===== src/design/plb_pkg.sv =====
// shared types and constants of the per-source penalty limiter
package plb_pkg;

	// opcodes carried on the input stream's tuser
	localparam logic OP_REQUEST = 1'b0;
	localparam logic OP_TICK    = 1'b1;

	// configuration register indexes
	localparam int CFG_IDX_W = 2;
	localparam logic [CFG_IDX_W-1:0] CFG_BAN_THRESHOLD = 2'd0;
	localparam logic [CFG_IDX_W-1:0] CFG_PENALTY_CAP   = 2'd1;
	localparam logic [CFG_IDX_W-1:0] CFG_DECAY_STEP    = 2'd2;

	localparam logic [7:0] BAN_THRESHOLD_RST = 8'd50;
	localparam logic [7:0] PENALTY_CAP_RST   = 8'd60;
	localparam logic [7:0] DECAY_STEP_RST    = 8'd5;

	// stream widths
	localparam int S_TDATA_W = 40;
	localparam int M_TDATA_W = 24;
	localparam int USED_W    = 7;

	// command queue between front and back
	localparam int QUEUE_DEPTH = 2;
	localparam int QPTR_W      = 1;
	localparam int QCNT_W      = 2;

	typedef struct packed {
		logic        opcode;
		logic [31:0] source_ip;
		logic [7:0]  penalty_amount;
	} cmd_t;

	typedef struct packed {
		logic [7:0] ban_threshold;
		logic [7:0] penalty_cap;
		logic [7:0] decay_step;
	} cfg_t;

	// one table entry as stored in the memory
	typedef struct packed {
		logic        valid;
		logic [7:0]  penalty;
		logic [31:0] key;
	} ent_t;

	typedef struct packed {
		logic       allowed;
		logic [7:0] penalty_now;
		logic       table_full;
	} res_t;

	// back-end status seen by the front end
	typedef struct packed {
		logic clearing;
		logic take;
	} back_stat_t;

endpackage


===== src/design/plb_front.sv =====
// front end: accepts stream transactions and queues them as commands
module plb_front import plb_pkg::*; (
	input  logic       clk,
	input  logic       arst_n,
	input  logic       s_tvalid,
	output logic       s_tready,
	input  logic [S_TDATA_W-1:0] s_tdata,
	input  logic       s_tuser,
	input  back_stat_t stat,
	output logic       cmd_valid,
	output cmd_t       cmd
);

	cmd_t              q_q [QUEUE_DEPTH];
	logic [QPTR_W-1:0] wr_ptr_q;
	logic [QPTR_W-1:0] rd_ptr_q;
	logic [QCNT_W-1:0] cnt_q;
	logic              push;
	logic              pop;
	cmd_t              in_cmd;

	assign s_tready  = (cnt_q != QCNT_W'(QUEUE_DEPTH)) && !stat.clearing;
	assign push      = s_tvalid && s_tready;
	assign pop       = stat.take;
	assign cmd_valid = (cnt_q != '0);
	assign cmd       = q_q[rd_ptr_q];

	// classify: tuser is the opcode, tdata holds address then amount
	assign in_cmd.opcode         = s_tuser;
	assign in_cmd.source_ip      = s_tdata[31:0];
	assign in_cmd.penalty_amount = s_tdata[39:32];

	always_ff @(posedge clk) begin
		if (push) begin
			q_q[wr_ptr_q] <= in_cmd;
		end
	end

	always_ff @(posedge clk or negedge arst_n) begin
		if (!arst_n) begin
			wr_ptr_q <= '0;
			rd_ptr_q <= '0;
			cnt_q    <= '0;
		end else begin
			if (push) begin
				wr_ptr_q <= wr_ptr_q + QPTR_W'(1);
			end
			if (pop) begin
				rd_ptr_q <= rd_ptr_q + QPTR_W'(1);
			end
			if (push && !pop) begin
				cnt_q <= cnt_q + QCNT_W'(1);
			end else if (pop && !push) begin
				cnt_q <= cnt_q - QCNT_W'(1);
			end
		end
	end

endmodule


===== src/design/plb_back.sv =====
// back end: table memory, scan sequencer and output register
module plb_back import plb_pkg::*; #(
	parameter int TABLE_ENTRIES = 64
) (
	input  logic       clk,
	input  logic       arst_n,
	input  cfg_t       cfg,
	input  logic       cmd_valid,
	input  cmd_t       cmd,
	output back_stat_t stat,
	output logic       m_tvalid,
	input  logic       m_tready,
	output logic [M_TDATA_W-1:0] m_tdata
);

	localparam int IDX_W = $clog2(TABLE_ENTRIES);
	localparam int CNT_W = $clog2(TABLE_ENTRIES + 1);
	localparam logic [IDX_W-1:0] LAST_IDX = IDX_W'(TABLE_ENTRIES - 1);

	typedef enum logic [4:0] {
		ST_CLEAR = 5'b00001,
		ST_IDLE  = 5'b00010,
		ST_SCAN  = 5'b00100,
		ST_DONE  = 5'b01000,
		ST_EMIT  = 5'b10000
	} state_t;

	state_t             state_q;
	ent_t               mem_q [TABLE_ENTRIES];
	ent_t               rdata_s1;
	logic [IDX_W-1:0]   idx_s1;
	logic               rd_v_s1;
	logic [IDX_W-1:0]   clr_idx_q;
	logic [IDX_W-1:0]   rd_idx_q;
	logic               issuing_q;
	cmd_t               cur_q;
	logic               hit_found_q;
	logic [IDX_W-1:0]   hit_idx_q;
	logic [7:0]         hit_pen_q;
	logic               free_found_q;
	logic [IDX_W-1:0]   free_idx_q;
	logic [CNT_W-1:0]   count_q;
	res_t               res_q;
	logic               m_tvalid_q;
	logic [M_TDATA_W-1:0] m_tdata_q;

	logic               mem_we;
	logic [IDX_W-1:0]   mem_waddr;
	ent_t               mem_wdata;
	logic               mem_re;
	logic               last_s1;
	logic               is_tick;
	logic               hit_now;
	logic               free_now;
	logic               retire_now;
	logic               track;
	logic [7:0]         base_pen;
	logic [8:0]         sum;
	logic [7:0]         new_pen;
	logic               out_free;

	assign is_tick    = (cur_q.opcode == OP_TICK);
	assign last_s1    = rd_v_s1 && (idx_s1 == LAST_IDX);
	assign mem_re     = (state_q == ST_SCAN) && issuing_q;
	assign hit_now    = (state_q == ST_SCAN) && !is_tick && rd_v_s1 && rdata_s1.valid
		&& (rdata_s1.key == cur_q.source_ip);
	assign free_now   = (state_q == ST_SCAN) && !is_tick && rd_v_s1 && !rdata_s1.valid;
	assign retire_now = (state_q == ST_SCAN) && is_tick && rd_v_s1 && rdata_s1.valid
		&& (rdata_s1.penalty <= cfg.decay_step);
	assign track      = hit_found_q || free_found_q;
	assign base_pen   = hit_found_q ? hit_pen_q : 8'd0;
	assign sum        = {1'b0, base_pen} + {1'b0, cur_q.penalty_amount};
	assign new_pen    = (sum > {1'b0, cfg.penalty_cap}) ? cfg.penalty_cap : sum[7:0];
	assign out_free   = !m_tvalid_q || m_tready;

	assign stat.clearing = (state_q == ST_CLEAR);
	assign stat.take     = (state_q == ST_IDLE) && cmd_valid;
	assign m_tvalid      = m_tvalid_q;
	assign m_tdata       = m_tdata_q;

	// single write port: clearing pass, decay rewrite or request update
	always_comb begin
		mem_we    = 1'b0;
		mem_waddr = idx_s1;
		mem_wdata = '0;
		case (state_q)
			ST_CLEAR: begin
				mem_we    = 1'b1;
				mem_waddr = clr_idx_q;
			end
			ST_SCAN: begin
				if (is_tick && rd_v_s1 && rdata_s1.valid) begin
					mem_we            = 1'b1;
					mem_wdata.key     = rdata_s1.key;
					mem_wdata.valid   = !retire_now;
					mem_wdata.penalty = rdata_s1.penalty - cfg.decay_step;
				end
			end
			ST_DONE: begin
				if (!is_tick && track) begin
					mem_we            = 1'b1;
					mem_waddr         = hit_found_q ? hit_idx_q : free_idx_q;
					mem_wdata.valid   = 1'b1;
					mem_wdata.penalty = new_pen;
					mem_wdata.key     = cur_q.source_ip;
				end
			end
			default: begin
				mem_we = 1'b0;
			end
		endcase
	end

	always_ff @(posedge clk) begin
		if (mem_we) begin
			mem_q[mem_waddr] <= mem_wdata;
		end
		if (mem_re) begin
			rdata_s1 <= mem_q[rd_idx_q];
		end
	end

	// payload registers
	always_ff @(posedge clk) begin
		if (stat.take) begin
			cur_q <= cmd;
		end
		if (hit_now && !hit_found_q) begin
			hit_idx_q <= idx_s1;
			hit_pen_q <= rdata_s1.penalty;
		end
		if (free_now && !free_found_q) begin
			free_idx_q <= idx_s1;
		end
		if (state_q == ST_DONE) begin
			if (is_tick) begin
				res_q <= '{allowed: 1'b0, penalty_now: 8'd0, table_full: 1'b0};
			end else if (track) begin
				res_q <= '{allowed: (new_pen < cfg.ban_threshold), penalty_now: new_pen,
					table_full: 1'b0};
			end else begin
				res_q <= '{allowed: 1'b1, penalty_now: 8'd0, table_full: 1'b1};
			end
		end
		if ((state_q == ST_EMIT) && out_free) begin
			m_tdata_q <= {7'd0, USED_W'(count_q), res_q.table_full, res_q.penalty_now,
				res_q.allowed};
		end
	end

	always_ff @(posedge clk or negedge arst_n) begin
		if (!arst_n) begin
			state_q      <= ST_CLEAR;
			clr_idx_q    <= '0;
			rd_idx_q     <= '0;
			issuing_q    <= 1'b0;
			rd_v_s1      <= 1'b0;
			idx_s1       <= '0;
			hit_found_q  <= 1'b0;
			free_found_q <= 1'b0;
			count_q      <= '0;
			m_tvalid_q   <= 1'b0;
		end else begin
			// drop valid once taken, unless a new result loads in the same cycle
			if (m_tvalid_q && m_tready && !((state_q == ST_EMIT) && out_free)) begin
				m_tvalid_q <= 1'b0;
			end
			rd_v_s1 <= mem_re;
			if (mem_re) begin
				idx_s1 <= rd_idx_q;
			end
			case (state_q)
				ST_CLEAR: begin
					clr_idx_q <= clr_idx_q + IDX_W'(1);
					if (clr_idx_q == LAST_IDX) begin
						state_q <= ST_IDLE;
					end
				end
				ST_IDLE: begin
					if (cmd_valid) begin
						rd_idx_q     <= '0;
						issuing_q    <= 1'b1;
						hit_found_q  <= 1'b0;
						free_found_q <= 1'b0;
						state_q      <= ST_SCAN;
					end
				end
				ST_SCAN: begin
					if (issuing_q) begin
						if (rd_idx_q == LAST_IDX) begin
							issuing_q <= 1'b0;
						end else begin
							rd_idx_q <= rd_idx_q + IDX_W'(1);
						end
					end
					if (hit_now) begin
						hit_found_q <= 1'b1;
					end
					if (free_now) begin
						free_found_q <= 1'b1;
					end
					if (retire_now) begin
						count_q <= count_q - CNT_W'(1);
					end
					if (last_s1) begin
						state_q <= ST_DONE;
					end
				end
				ST_DONE: begin
					if (!is_tick && !hit_found_q && free_found_q) begin
						count_q <= count_q + CNT_W'(1);
					end
					state_q <= ST_EMIT;
				end
				ST_EMIT: begin
					if (out_free) begin
						m_tvalid_q <= 1'b1;
						state_q    <= ST_IDLE;
					end
				end
				default: begin
					state_q <= ST_IDLE;
				end
			endcase
		end
	end

endmodule


===== src/design/per_source_penalty_limiter.sv =====
// top level of the per-source penalty limiter: config registers, front and back
//
// channel   dir  handshake           payload
// s_*       in   s_tvalid/s_tready   s_tdata: source_ip, penalty_amount; s_tuser: opcode
// m_*       out  m_tvalid/m_tready   m_tdata: allowed, penalty_now, table_full, entries_used
// cfg_*     in   cfg_we              cfg_index, cfg_data (no read-back)
//
// each request or decay tick is handled in the back end by a scan through the table
// memory, one entry per cycle on its single read port
// a two-deep command queue takes new transactions while the back end scans
// after reset a clearing pass wipes every table entry; s_tready stays low
// a stalled m_tready holds the result register and the back end waits before its next result
module per_source_penalty_limiter import plb_pkg::*; #(
	parameter int TABLE_ENTRIES = 64
) (
	input  logic                 clk,
	input  logic                 arst_n,
	// input stream
	input  logic                 s_tvalid,
	output logic                 s_tready,
	input  logic [S_TDATA_W-1:0] s_tdata,   // [31:0] source_ip, [39:32] penalty_amount
	input  logic                 s_tuser,   // [0] opcode
	// output stream
	output logic                 m_tvalid,
	input  logic                 m_tready,
	output logic [M_TDATA_W-1:0] m_tdata,   // [0] allowed, [8:1] penalty_now,
	                                        // [9] table_full, [16:10] entries_used, rest zero
	// configuration write port
	input  logic                 cfg_we,
	input  logic [CFG_IDX_W-1:0] cfg_index,
	input  logic [7:0]           cfg_data
);

	cfg_t       cfg_q;
	back_stat_t stat;
	logic       cmd_valid;
	cmd_t       cmd;

	// config registers; an index past the list is dropped
	always_ff @(posedge clk or negedge arst_n) begin
		if (!arst_n) begin
			cfg_q.ban_threshold <= BAN_THRESHOLD_RST;
			cfg_q.penalty_cap   <= PENALTY_CAP_RST;
			cfg_q.decay_step    <= DECAY_STEP_RST;
		end else if (cfg_we) begin
			case (cfg_index)
				CFG_BAN_THRESHOLD: cfg_q.ban_threshold <= cfg_data;
				CFG_PENALTY_CAP:   cfg_q.penalty_cap   <= cfg_data;
				CFG_DECAY_STEP:    cfg_q.decay_step    <= cfg_data;
				default: begin
					cfg_q <= cfg_q;
				end
			endcase
		end
	end

	// front end: takes transactions into the command queue
	plb_front u_front (
		.clk       (clk),
		.arst_n    (arst_n),
		.s_tvalid  (s_tvalid),
		.s_tready  (s_tready),
		.s_tdata   (s_tdata),
		.s_tuser   (s_tuser),
		.stat      (stat),
		.cmd_valid (cmd_valid),
		.cmd       (cmd)
	);

	// back end: table lookup, decay sweep and result register
	plb_back #(
		.TABLE_ENTRIES (TABLE_ENTRIES)
	) u_back (
		.clk       (clk),
		.arst_n    (arst_n),
		.cfg       (cfg_q),
		.cmd_valid (cmd_valid),
		.cmd       (cmd),
		.stat      (stat),
		.m_tvalid  (m_tvalid),
		.m_tready  (m_tready),
		.m_tdata   (m_tdata)
	);

`ifndef ASSERT_OFF
	// nothing enters while the table is being wiped
	a_no_accept_clearing: assert property (@(posedge clk) disable iff (!arst_n)
		stat.clearing |-> !s_tready)
		else $error("input accepted during clearing pass");

	// an untracked source is always let through with no penalty
	a_full_allows: assert property (@(posedge clk) disable iff (!arst_n)
		(m_tvalid && m_tdata[9]) |-> (m_tdata[0] && (m_tdata[8:1] == 8'd0)))
		else $error("table-full result not allowed or has penalty");

	// table full is reported only when every entry is in use
	a_full_count: assert property (@(posedge clk) disable iff (!arst_n)
		(m_tvalid && m_tdata[9]) |-> (m_tdata[16:10] == USED_W'(TABLE_ENTRIES)))
		else $error("table-full result with free entries");

	// back end only takes a command the queue actually holds
	a_take_valid: assert property (@(posedge clk) disable iff (!arst_n)
		stat.take |-> (cmd_valid && !stat.clearing))
		else $error("command taken from empty queue");
`endif

endmodule

===== config.mk =====
export PLATFORM = sky130hd
export DESIGN_NAME = per_source_penalty_limiter
export DESIGN_NICKNAME = d
export VERILOG_FILES = /design/src/design/plb_pkg.sv /design/src/design/plb_front.sv /design/src/design/plb_back.sv /design/src/design/per_source_penalty_limiter.sv
export SDC_FILE = /design/constraint.sdc
export NUM_CORES = 2
export LEC_CHECK = 0
export BUFFER_PORTS_ARGS = -buffer_cell sky130_fd_sc_hd__buf_2
export CAP_MARGIN = 15
export CORE_MARGIN = 1.5
export CORE_UTILIZATION = 50
export DETAILED_ROUTE_END_ITERATION = 10
export PLACE_DENSITY = 0.65
export SLEW_MARGIN = 5
export SYNTH_ARGS = -nofsm -noshare
export SYNTH_HDL_FRONTEND = slang
export SYNTH_SLANG_ARGS = --single-unit

===== constraint.sdc =====
create_clock -name clk -period 21 [get_ports clk]
set_input_delay 1.05 -clock clk [delete_from_list [all_inputs] [get_ports clk]]
set_output_delay 1.05 -clock clk [all_outputs]
set_load 0.05 [all_outputs]

==> impl_metrics.tcl <==
set metrics [dict create \
    status "finished, final reports clean" \
    cts_resized 0 \
    cts_max_level 5 \
    gr-total-overflow 0 \
    arrival_ns 6.87 \
    switchingPower_mw 3.06 \
    vias_per_cell 6.51 \
    ys_ff_latch 2898 \
    placedInstanceArea_um2 116000 \
    swShare_pct 23.1 \
    startpoint "u_back.rd_idx_q[0]$_DFFE_PN0P_" \
    maxSlewViolCount 0 \
    n_fill_cell 15700 \
    hold_violations 0 \
    drv_cap 0 \
    crit_chain "buf_12 > buf_4 > buf_4 > buf_4 > mux4_2 > mux4_2 > a22oi_1 > nand2_1" \
    route.detailed.drc 0 \
    area_delta_synth_final_pct 12.9 \
    initial_utilization_pct 50.5 \
    relSlewSlack_pct 19.6 \
    min_path_type "primary input to asynchronous set/reset pin" \
    power_density_nw_per_um2 105 \
    multi_input_area_um2 24000 \
    slowest_stage "dfrtp_4" \
    cts_sinks 2898 \
    seq_area_um2 86700 \
    synthTopCellsByArea "edfxtp_1 76%, mux4_2 17%, dfrtp_1 1.2%" \
    wl_per_cell_um 35.6 \
    port_buffers 74 \
    coreArea_um2 220000 \
    path_max_fanout 99 \
    globalplace.congestion 0.862 \
    fmax_mhz 161 \
    die_area_um2 225000 \
    synth_ff_type "edfxtp_1" \
    clk_pin_slew_worst_paths_ns 0.06 \
    min_period_ns 6.22 \
    first_global_vias 52600 \
    synth_top_area_share_pct 76.5 \
    rows 172 \
    critPathRequiredTime_ns 21.65 \
    io_pins 82 \
    cpMostUsedCell "buf_4" \
    yosysTopAreaCell "edfxtp_1" \
    pwr-share-comb_pct 10.9 \
    power.internal_mw 10.2 \
    holdWs_ns 0.274 \
    cts-hold-fix-buffers 0 \
    async_flop_share_pct 2.17 \
    ant_nets 0 \
    yosys_warnings 0 \
    period_share_pct 29.6 \
    drive_above_1_share_pct 31.4 \
    clk_latency_ns 0.95 \
    fin_area_um2 126000 \
    numCtsBuffers 301 \
    start_kind "flip-flop" \
    leakagePower_nw 32.9 \
    drt_iter0_drc 7474 \
    grt_usage_pct 25.9 \
    clk_path_buf_depth 4 \
    antenna_found_initial 7 \
    rrSetupSlack_ns 14.78 \
    path_class "flip-flop to flip-flop" \
    first_pass_iters 7 \
    slowest_delay_ns 0.87 \
    syn_area_per_cell_um2 23.7 \
    dp_hpwl_mm 150 \
    cts_tree "yes" \
    post-route-util_pct 57.0 \
    netlist-cell-type-count 68 \
    grt_start_max_net_pins 137 \
    grt_pass1_wl_mm 403 \
    die_w_um 475 \
    synth-seq-area-share_pct 77.9 \
    peakVddDrop_mv 0.0945 \
    tightest_slew_ns 1.21 \
    rsz0062_at_grt "no" \
    finalNetCount 5071 \
    setup_viol 0 \
    synthesis.area_um2 111000 \
    cts_root_buffer "clkbuf_16" \
    vias 53000 \
    r2r-start "u_back.rd_idx_q[0]$_DFFE_PN0P_" \
    cp-end-kind "flip-flop" \
    clkPwrFrac_pct 39.3 \
    wl_mm 290 \
    synthCells 4689 \
    pwr-share-seq_pct 49.9 \
    synth-edff-count 2835 \
    fin_worst_skew_ns 0.0484 \
    die_y_um 475 \
    final.setup.tns_ns 0 \
    post_cts_buffers 0 \
]
-- path summary, 6_finish.rpt --
kind	to	cells past startpoint
hold reg to reg	u_back.m_tdata[6]$_DFFE_PP_	0
setup reg to reg	u_back.rdata_s1[14]$_DFFE_PP_	8
hold / removal	cfg_q[7]$_DFFE_PN0P_	2
max in group asynchronous	u_back.rd_idx_q[3]$_DFFE_PN0P_	2
min in group clk	u_front.q_q[0][22]$_DFFE_PP_	1
setup / recovery	u_back.rdata_s1[14]$_DFFE_PP_	8
-- logic make-up after synthesis --
group	count (synthesis)	synth area share [%]
other	1	0.00337
AO/OA/AOI/OAI	227	1.50
buffers and inverters	280	1.07
AND/OR/NAND/NOR	284	1.16
multiplexers	898	17.4
flip-flops	2898	77.9
adder cells (fa/ha/maj)	42	0.492
XOR/XNOR	59	0.464
-- critical path, delay by kind of cell (launching register included) --
kind,cells,cell delay [ns]
buf+inv,4,3.05
compound gates,1,0.49
simple gates,1,0.10
flops,1,0.87
mux,2,1.11
-- cell type report --
class                      instances  area share, %
clock buffer                     370           6.27
sequential                      2898           69.0
timing repair buffer             210           1.29
inverter                          45          0.134
tap                             2958           2.94
clock inverter                   140           1.21
multi-input combinational       1517           19.1
antenna                            5        0.00995
-- cell usage in the layout, fill, tap and decap left out, drive strengths merged, types with 52 or more instances in the layout --
cell type / count
a22oi: 83
buf: 210
clkbuf: 370
clkinv: 96
dfrtp: 53
edfxtp: 2835
inv: 52
mux2: 73
mux4: 820
nand2: 92
nor2: 107
-- power groups by stage --
stage	sequential (mW)	combinational (mW)	clock, mW
after floorplan	6.62	1.11	0
after global placement	6.70	1.44	0
after detailed placement	6.70	1.46	0
after CTS	6.59	1.46	5.26
after global routing	6.59	1.55	5.47
final	6.59	1.44	5.19
-- cell usage after synthesis (6+ instances only) --
library cell	count
edfxtp_1	2835
mux4_2	820
clkbuf_1	128
nor2_1	107
nand2_1	92
a22oi_1	83
buf_2	76
mux2_2	73
dfrtp_1	53
inv_1	44
xor2_1	44
ha_1	39
a22o_1	32
o21ai_0	28
buf_1	22
a21oi_1	17
xnor2_1	15
and2_1	14
nand3_1	14
a21o_1	12
nand4_1	11
a211oi_1	10
dfstp_2	10
buf_4	7
nor2b_1	7
nor4_1	7
and3_1	6
nand3b_1	6
nor3_1	6
o22ai_1	6
-- stage by stage --
| stage | std cells | power, mW | setup slack, ns |
|---|---|---|---|
| 2_1_floorplan | 4695 | 7.73 | 14.13 |
| 3_3_place_gp | 7617 | 8.15 | 14.72 |
| 3_5_place_dp | 7617 | 8.16 | 14.70 |
| 4_1_cts | 8127 | 13.3 | 14.66 |
| 5_1_grt | 8139 | 13.6 | 14.21 |
| 6_report | 8143 | 13.2 | 14.78 |
-- layer usage --
metal | up-vias | GRT usage (%) | wire length [um] | part of all wire (%)
li1 | 20600 | - | - | -
met3 | 468 | 5.03 | 29200 | 10
met1 | 28900 | 37.5 | 114000 | 39
met5 | - | 0 | 12 | 0.0041
met4 | 2 | 8.66 | 9850 | 3.4
met2 | 3046 | 40.0 | 137000 | 47
-- flip-flops by register name, summed over array words and instances, names as in the netlist, 7 cells and up --
name	cells
u_back.rdata_s1	41
u_back.hit_pen_q	8
u_back.mem_q	2624
u_back.cur_q	40
u_back.m_tdata	17
cfg_q	24
u_back.res_q	10
u_front.q_q	82
u_back.count_q	7
Note: power is estimated with default switching activity, not from simulation.
